$ cat config.mk
export PLATFORM = sky130hd
export DESIGN_NAME = lpff_cfg
export DESIGN_NICKNAME = d
export VERILOG_FILES = /design/src/rtl/core/lpff_pkg.sv /design/src/rtl/core/lpff_cfg.sv
export SDC_FILE = /design/constraint.sdc
export NUM_CORES = 1
export LEC_CHECK = 0
export ABC_AREA = 1
export BUFFER_PORTS_ARGS = -buffer_cell sky130_fd_sc_hd__clkbuf_2
export CAP_MARGIN = 20
export CORE_AREA = 3 3 54 56
export CTS_BUF_LIST = sky130_fd_sc_hd__clkbuf_8
export DETAILED_ROUTE_END_ITERATION = 16
export DIE_AREA = 0 0 57 59
export GPL_ROUTABILITY_DRIVEN = 1
export PLACE_DENSITY = 0.86
export SLEW_MARGIN = 20
export SYNTH_ARGS = -nofsm -noshare
export SYNTH_HDL_FRONTEND = slang
export SYNTH_SLANG_ARGS = --single-unit
$ cat constraint.sdc
create_clock -name i_clk -period 0.88 [get_ports i_clk]
set_input_delay 0.132 -clock i_clk [delete_from_list [all_inputs] [get_ports i_clk]]
set_output_delay 0.132 -clock i_clk [all_outputs]
set_load 0.005 [all_outputs]
$ cat src/rtl/core/lpff_pkg.sv
// Shared constants, codes and types of the length-prefixed frame FIFO.
package lpff_pkg;

    localparam int DEPTH_DEF = 1024;
    localparam int SIZE_RST  = 1024;
    localparam int SIZE_MIN  = 4;

    localparam int CFG_AW    = 3;
    localparam int CFG_DW    = 32;
    localparam int CFG_SIZEW = 11;

    localparam logic REG_SIZE = 1'b0;

    typedef logic [1:0] t_kind;
    localparam t_kind KIND_BEGIN = 2'd0;
    localparam t_kind KIND_DATA  = 2'd1;
    localparam t_kind KIND_READ  = 2'd2;

    typedef logic [2:0] t_status;
    localparam t_status ST_OK       = 3'd0;
    localparam t_status ST_NO_SPACE = 3'd1;
    localparam t_status ST_STRAY    = 3'd2;
    localparam t_status ST_BUSY     = 3'd3;
    localparam t_status ST_EMPTY    = 3'd4;
    localparam t_status ST_BAD_LEN  = 3'd5;
    localparam t_status ST_UNDERRUN = 3'd6;

    typedef logic [7:0] t_byte;
    typedef logic [9:0] t_fill;

    typedef struct packed {
        t_status status;
        t_byte   data_out;
        t_byte   frame_length;
        logic    last;
        t_fill   fill_level;
    } t_result;

endpackage

$ cat src/rtl/core/lpff_cfg.sv
// APB-style register port holding the clamped ring size.
module lpff_cfg #(
    parameter  int DEPTH = lpff_pkg::DEPTH_DEF,
    localparam int SW    = $clog2(DEPTH + 1)
) (
    input  logic                          i_clk,
    input  logic                          i_rst_n,
    input  logic                          psel,
    input  logic                          penable,
    input  logic                          pwrite,
    input  logic [lpff_pkg::CFG_AW-1:0]   paddr,
    input  logic [lpff_pkg::CFG_DW-1:0]   pwdata,
    output logic [lpff_pkg::CFG_DW-1:0]   prdata,
    output logic                          pready,
    output logic [SW-1:0]                 o_size,
    output logic                          o_wr
);

    localparam int SIZE_RST_C = (DEPTH < lpff_pkg::SIZE_RST) ? DEPTH : lpff_pkg::SIZE_RST;

    logic [SW-1:0]                  r_size;
    logic [SW-1:0]                  n_size;
    logic [lpff_pkg::CFG_SIZEW-1:0] w_val;
    logic                           w_hit;

    assign w_val  = pwdata[lpff_pkg::CFG_SIZEW-1:0];
    assign w_hit  = (paddr[lpff_pkg::CFG_AW-1:2] == lpff_pkg::REG_SIZE);
    assign o_wr   = psel && penable && pwrite && w_hit;
    assign pready = 1'b1;
    assign o_size = r_size;
    assign prdata = w_hit ? lpff_pkg::CFG_DW'(r_size) : '0;

    always_comb begin
        priority if (w_val < lpff_pkg::CFG_SIZEW'(lpff_pkg::SIZE_MIN)) begin
            n_size = SW'(lpff_pkg::SIZE_MIN);
        end else if (32'(w_val) > 32'(DEPTH)) begin
            n_size = SW'(DEPTH);
        end else begin
            n_size = SW'(w_val);
        end
    end

    always_ff @(posedge i_clk) begin
        if (!i_rst_n) begin
            r_size <= SW'(SIZE_RST_C);
        end else if (o_wr) begin
            r_size <= n_size;
        end
    end

endmodule

* Word-level counts from Yosys, hierarchy flattened
Index checks and enable logic that the tools add are counted.
W data, S select, Z words.
** Storage, ports and cells
- Register bits :: 11
- Word-level logic and storage cells :: 10
- Output and inout port bits :: 45
- Bits of input ports :: 40
** Cells by class
- Muxes and demuxes :: 3
- Bitwise gates (word level) :: 1
- Order comparisons :: 2
- Reductions and logical operators :: 3
** Operator list (count)
- $mux W11 :: 3
- $gt A11 B11 Y1 const B :: 1
- $lt A11 B3 Y1 const B :: 1
- $logic_and A1 B1 Y1 :: 3
- $not A1 Y1 :: 1

* Longest topological paths before layout
Gate-level depths: netlist of run 1.
- Depth in word-level cells :: 3
- Gate-level depth with buffers :: 9
- Gate-level depth less buffers :: 8

* Least setup slack after synthesis of run 1
No wires, ideal clock.
- Kind :: input to register
- Start point :: input port pwdata[9] (netlist name)
- End point :: register r_size[3] (netlist: o_size[3])
- Required time :: 0.810 ns
- Setup slack :: 0.024 ns
- Buffers on the path :: 0
- Stages :: 6
- Setup time :: 0.070 ns
- Data arrival time :: 0.786 ns
- Path through :: or2_1 nor2_1 nand2_2 nand2_4 nand2_1 a21oi_1
** On the way
- Longest elaborated chain between the ends :: 3
- Elaborated cells on any way between the ends :: 4
- Those cells by class :: 2 x order compare; 2 x mux
** RTL lines
- start: declaration :: RTL line lpff_cfg.sv:12 : input logic [lpff_pkg::CFG_DW-1:0] pwdata,
- $gt A11 B11 Y1 :: RTL line lpff_cfg.sv:36 : end else if (32'(w_val) > 32'(DEPTH)) begin
- $mux W11 :: RTL line lpff_cfg.sv:36
- $mux W11 (*) :: RTL line lpff_cfg.sv:34 : priority if (w_val < lpff_pkg::CFG_SIZEW'(lpff_pkg::SIZE_MIN)) begin
- end signal: assignment :: RTL line lpff_cfg.sv:45 : r_size <= SW'(SIZE_RST_C);
- end signal: assignment :: RTL line lpff_cfg.sv:47 : r_size <= n_size;
- end: declaration :: RTL line lpff_cfg.sv:21 : logic [SW-1:0] r_size;
Every way passes the cells marked *; elsewhere a longest branch is shown, timed or not.
A chain may end at the register's enable or synchronous reset.

* Final worst setup path of run 1
- Start point :: register r_size[7] (netlist: o_size[7])
- End point :: output port prdata[7] (netlist name)
** On the way
- Longest elaborated chain between the ends :: 1
** RTL lines
- $mux W11 :: RTL line lpff_cfg.sv:31 : assign prdata = w_hit ? lpff_pkg::CFG_DW'(r_size) : '0;
- end: declaration :: RTL line lpff_cfg.sv:13 : output logic [lpff_pkg::CFG_DW-1:0] prdata,
Every way passes these cells.

==> qor.txt, run 1 <==
Post-Synth Adder-Cell Area - 0
HP Class - in -> reg
Reg area - 234.0 µm²
Maximum VDD drop - 0.0005179 V
GRT Total Usage - 0.1079
Global route total overflow - 0
Vias/cell - 3.910
GPL Wtd Cong - 0.7779
Final setup TNS - -0.5914 ns
Sink Count - 11
Antenna fix cells - 0
Die H - 59 µm
DR WL/cell - 9.458 µm
Area contributors post-synth - dfxtp_1 30%, buf_4 22%, nand2_1 11%
Routed wire length - 1901 µm
1st-iter DRT viols - 17
Root Buffer - clkbuf_8
RR Startpoint - o_size[4]$_SDFFE_PN0P_
Register area share after synthesis - 0.2963
Final setup vio count - 15
Mux cell area share after synthesis - 0
Worst Path Required - 0.75 ns
TritonRoute pass-1 iters - 4
Syn_area_per_cell - 6.519 µm²
Fill count - 269
Most used DFF post-synth - dfxtp_1
Later-pin clock latency in the skew report - 0.24 ns
Maximum clock rate - 1066 MHz
Die ar. - 3363 µm²
Pwr/cell area - 1091 nW/µm²
Failing checks - negative setup slack
H-tree levels - 1
Final net count - 212
Static leakage - 0.6039 nW
Max FFs per register - 11
Post-synth ARST share - 0
Min Tclk post-route - 0.9380 ns
Layout cells sized above 1 - 0.5263
Hold-fix buffers at CTS - 0
Setup ws final - -0.05805 ns
Initial antenna violation count - 0
Status - complete, but fails checks
Flop2flop setup slack - 0.09 ns
CP arrival - 0.81 ns
Worst setup path end - prdata[7]
Yosys top cell area share - 0.2963
Placed Cells incl. Taps - 188
CP Launch Type - flop
Main combinational cell family by area after synthesis - buffers and inverters
CTS Buf Count - 3
Max Cap Violations - 0
CP startpoint - o_size[7]$_SDFFE_PN0P_
Reg2Reg Capture Point - o_size[4]$_SDFFE_PN0P_
CP Class - reg -> out
Die extent in x - 57 µm
Vias in the first global route - 620
Port bufs - 39
Synthesized instance count - 114
Crit. End Element - output pin
Core footprint - 2477 µm²
Clk_skew - 0 ns
Antenna Nets Post-Route - 0
Post-Synth Simple-Gate Area - 0.2761
Synth Area in XOR/XNOR - 0
RSZ-0062 raised after global routing - yes
Initial Utilization - 0.3000
Area Overhead vs Synth - 49.50%
Largest area contributor in the netlist - dfxtp_1
Distinct cells, synth - 17
FF+latch count, synth - 11
Vias post-DR - 786
Post-Route Utilization - 0.4485
DRC - 0
Io pins - 85
Multi-input logic area - 371.6 µm²
CTS tree - yes
Clk pin slew, worst setup/hold paths - 0.05 ns
Worst r2r path cells - 4
Period utilisation layout - 1.066
Largest net degree at the start of global routing - 12
Slew Viols, Final - 0
Post-synth EDFFs - 0
Synth Area in Compound Gates - 0.09428
Top cells by count, synth - 22 x buf_4, 22 x nand2_1, 17 x nor2_1
Deepest clock path buffer count - 2
Mapped cell area - 743.2 µm²
Design Power - 0.001212 W
Row cnt - 18
Fin cells - 201
Synth warnings - 0
Hold Vio Cnt, Final - 0
Crit Path Max Fanout - 2
First-pass GRT wire length - 2663 µm
Detailed placement HPWL - 1402 µm
==> worst min-delay path by stage <==
| stage | slack (ns) | from | end | cells after the start |
|---|---|---|---|---|
| after floorplan | 0.20 | i_rst_n | o_size[10]$_SDFFE_PN1P_ | 1 |
| after global placement | 0.32 | i_rst_n | o_size[10]$_SDFFE_PN1P_ | 2 |
| after detailed placement | 0.33 | i_rst_n | o_size[10]$_SDFFE_PN1P_ | 2 |
| after CTS | 0.08 | i_rst_n | o_size[10]$_SDFFE_PN1P_ | 2 |
| after global routing | 0.08 | i_rst_n | o_size[10]$_SDFFE_PN1P_ | 2 |
| final | 0.08 | i_rst_n | o_size[10]$_SDFFE_PN1P_ | 2 |
==> metrics by stage <==
stage | hold WS, ns | worst slack (ns) | cell area (µm²)
floorplan | 0.2011 | 0.02367 | 818.3
global placement | 0.3248 | -0.1447 | 938.4
detailed placement | 0.3318 | -0.1638 | 938.4
CTS | 0.07704 | -0.06402 | 1027
global route | 0.08092 | -0.1143 | 1111
finish | 0.07956 | -0.05805 | 1111
==> cell usage in the layout, fill, tap and decap left out, types with 7 or more instances in the layout <==
master	instances
clkbuf_2	26
conb_1	22
nand2_1	20
nor2_1	15
buf_4	15
dfxtp_2	11
buf_2	11
inv_2	10
a21oi_1	10
inv_1	7
==> where the power goes <==
group	internal, W	switching (W)
logic	0.0000888	0.000104
registers	0.000509	0.00000695
clock network	0.000307	0.000196
total	0.000905	0.000307
==> worst max-delay path, stage by stage, from the launching register on <==
cell,delay [ns]
dfxtp_2,0.32
inv_1,0.03
nor2_1,0.09
buf_2,0.12
==> timing repair <==
action | in CTS | in global routing
hold endpoints to repair | 0 | 0
buffers inserted | 4 | 6
pin swaps | 1 | 11
setup endpoints to repair | 12 | 16
gates resized for setup | 13 | 28
==> cells by family (layout without fill, tap and decap cells) <==
family                 after synthesis  in the layout
and+or+nand+nor                     47             47
buffers and inverters               40             77
AOI/OAI and AO/OA                   14             14
DFF                                 11             11
other                                2             22
==> layout make-up <==
cell class              count  area share
multi-input cells          83      0.3345
clock buffers               3     0.03716
inverters                  16     0.05405
well taps                  30     0.03378
clock inverters             1    0.003378
flip-flops and latches     11      0.2106
repair buffers             57      0.3266
==> per-layer routing <==
layer / routed length [µm] / part of all wire / track usage / vias up
li1: - / - / - / 410
met1: 725 / 0.38 / 0.1119 / 337
met2: 966 / 0.51 / 0.1843 / 36
met3: 172 / 0.090 / 0.03268 / 3
met4: 36 / 0.019 / 0.07947 / 0
met5: 0 / 0 / 0 / -
Note: power is estimated with default switching activity, not from simulation.
==> run 2: changes to the inputs <==
ABC_AREA = default   (was 1)
PLACE_DENSITY = 0.85   (was 0.86)
==> run 2 against run 1 <==
  * The flow still finishes with violations (negative setup slack)
  * Sequential power decreased by 0.8%
  * Wire length decreased by 5.8%
  * Setup slack got worse by 0.0013 ns
  * Maximum frequency decreased by 0.14%
  * Global-route usage decreased by 0.36 points
  * Synthesized cell count decreased by 25%
  * Utilization decreased by 3.2 points
  * Clock power decreased by 4.2%
  * Critical endpoint is now prdata[6]
  * Largest cell class unchanged
  * Highest routed layer is now met3
==> qor.txt, run 2 <==
Core footprint - 2477 µm²
Most frequent cells in the layout - 31 x clkbuf_2, 22 x conb_1, 12 x buf_4
DRC - 0
Placement Setup Slack - -0.1685 ns
Row cnt - 18
First-pass GRT wire length - 2746 µm
Antenna fix cells - 0
Crit. End Element - output pin
GRT Total Usage - 0.1043
Crit path cell chain - nor2b_1, clkbuf_2
Maximum clock rate - 1065 MHz
Worst hold path depth - 2
Vias/cell - 4.096
Vias in the first global route - 590
Syn_area_per_cell - 8.493 µm²
Critical Path Stages - 2
Min Tclk post-route - 0.9394 ns
Worst Path Required - 0.75 ns
Port bufs - 39
Most common cell after layout, fill and taps aside - clkbuf_2
DR WL/cell - 10.72 µm
Post-Route Utilization - 0.4162
CP top delay family - flip-flops
WL met1 - 772 µm
Later-pin clock latency in the skew report - 0.23 ns
Die extent in x - 57 µm
Crit Path Max Fanout - 3
Initial antenna violation count - 0
Worst r2r path cells - 4
Status - complete, but fails checks
Slew Viols, Final - 0
Synthesized instance count - 85
Antenna Nets Post-Route - 0
Worst path slowest cell - dfxtp_2
Most used DFF post-synth - dfxtp_1
Global route total overflow - 0
Static leakage - 0.5363 nW
Pwr/cell area - 1138 nW/µm²
Mapped cell area - 721.9 µm²
Register area share after synthesis - 0.3050
Hold Vio Cnt, Final - 0
WL met2 - 846 µm
Area contributors post-synth - dfxtp_1 31%, buf_4 23%, nor2b_1 9.5%
Met3 WL post-DR - 172 µm
Final setup TNS - -0.4676 ns
Die H - 59 µm
Max Cap Violations - 0
H-tree levels - 1
Maximum VDD drop - 0.0006042 V
DR top layer - met3
Largest area contributor in the netlist - dfxtp_1
FF+latch count, synth - 11
Initial Utilization - 0.2914
TritonRoute pass-1 iters - 3
Final setup vio count - 12
Synth warnings - 0
Io pins - 85
Failing checks - negative setup slack
Yosys top cell area share - 0.3050
Most frequent cell after synthesis - buf_4
Distinct cells, synth - 19
CP arrival - 0.81 ns
CTS tree - yes
Design Power - 0.001173 W
Clk_skew - 0 ns
Sink Count - 11
CP Launch Type - flop
Vias post-DR - 684
1st-iter DRT viols - 8
Layout cells sized above 1 - 0.5328
Routed wire length - 1790 µm
Post-synth EDFFs - 0
Placed Cells incl. Taps - 156
Clk pin slew, worst setup/hold paths - 0.05 ns
Final net count - 178
Deepest clock path buffer count - 2
Root Buffer - clkbuf_8
GPL Wtd Cong - 0.7517
Post-synth ARST share - 0
Top cells by count, synth - 22 x buf_4, 11 x dfxtp_1, 11 x nor2b_1
Slowest stage delay, CP - 0.34 ns
Die ar. - 3363 µm²
Max FFs per register - 11
WP buf/inv - 1
Largest net degree at the start of global routing - 12
CP Class - reg -> out
Setup ws final - -0.05938 ns
Area Overhead vs Synth - 42.81%
RSZ-0062 raised after global routing - yes
CTS Buf Count - 3
Detailed placement HPWL - 1425 µm
Period utilisation layout - 1.067
Fin cells - 167
HP Class - in -> reg
## run 2: report_power, final
part           switching (W)  internal (W)
sequential        0.00000470      0.000508
clock               0.000177      0.000305
combinational       0.000102     0.0000768
total               0.000284      0.000890
## run 2: metal layers
metal / global-route usage / vias to the layer above
met5: 0 / -
met4: 0.04967 / 0
met3: 0.03268 / 0
met2: 0.1599 / 36
met1: 0.1335 / 303
li1: - / 345
## run 2: layout make-up
| type | instances | area [µm²] |
|---|---|---|
| Clock buffer | 3 | 41.29 |
| Fill cell | 263 | 1446 |
| Multi-Input combinational cell | 67 | 401.6 |
| Clock inverter | 1 | 3.754 |
| Timing Repair Buffer | 52 | 296.5 |
| Sequential cell | 11 | 234.0 |
| Tap cell | 30 | 37.54 |
| Inverter | 3 | 16.27 |
## run 2: what timing repair did
action | 4_1_cts | 5_1_grt
buffers inserted | 4 | 3
hold buffers | 0 | 0
resized for setup | 13 | 13
pin swaps | 0 | 0
endpoints found under the setup margin | 12 | 13
cloned | 0 | 0
hold endpoints to repair | 0 | 0
## run 2: final timing paths
path / start / to / slack, ns
max: o_size[6]$_SDFFE_PN0P_ / prdata[6] / -0.06
min: pwdata[0] / o_size[0]$_SDFFE_PN0P_ / 0.11
max reg2reg: o_size[8]$_SDFFE_PN0P_ / o_size[8]$_SDFFE_PN0P_ / 0.11
min reg2reg: o_size[9]$_SDFFE_PN0P_ / o_size[9]$_SDFFE_PN0P_ / 0.46
## run 2: per-stage QoR
step,instance area [µm²],hold slack [ns]
after floorplan,797.0,0.2038
after global placement,900.9,0.3567
after detailed placement,900.9,0.3527
after CTS,994.7,0.1099
after global routing,1031,0.1212
final,1031,0.1124
## run 2: kinds of logic after synthesis
group,after synthesis,synth area share
flip-flops,11,0.3050
AND/OR/NAND/NOR,33,0.3068
AO/OA/AOI/OAI,12,0.1213
other,2,0.01040
buffers and inverters,27,0.2565
## run 2: worst reg2reg max path: cells and delay by family, from the launching register on
| family | cells | cell delay, ns |
|---|---|---|
| compound gates | 1 | 0.05 |
| buf+inv | 2 | 0.24 |
| flops | 1 | 0.32 |
| simple gates | 1 | 0.04 |
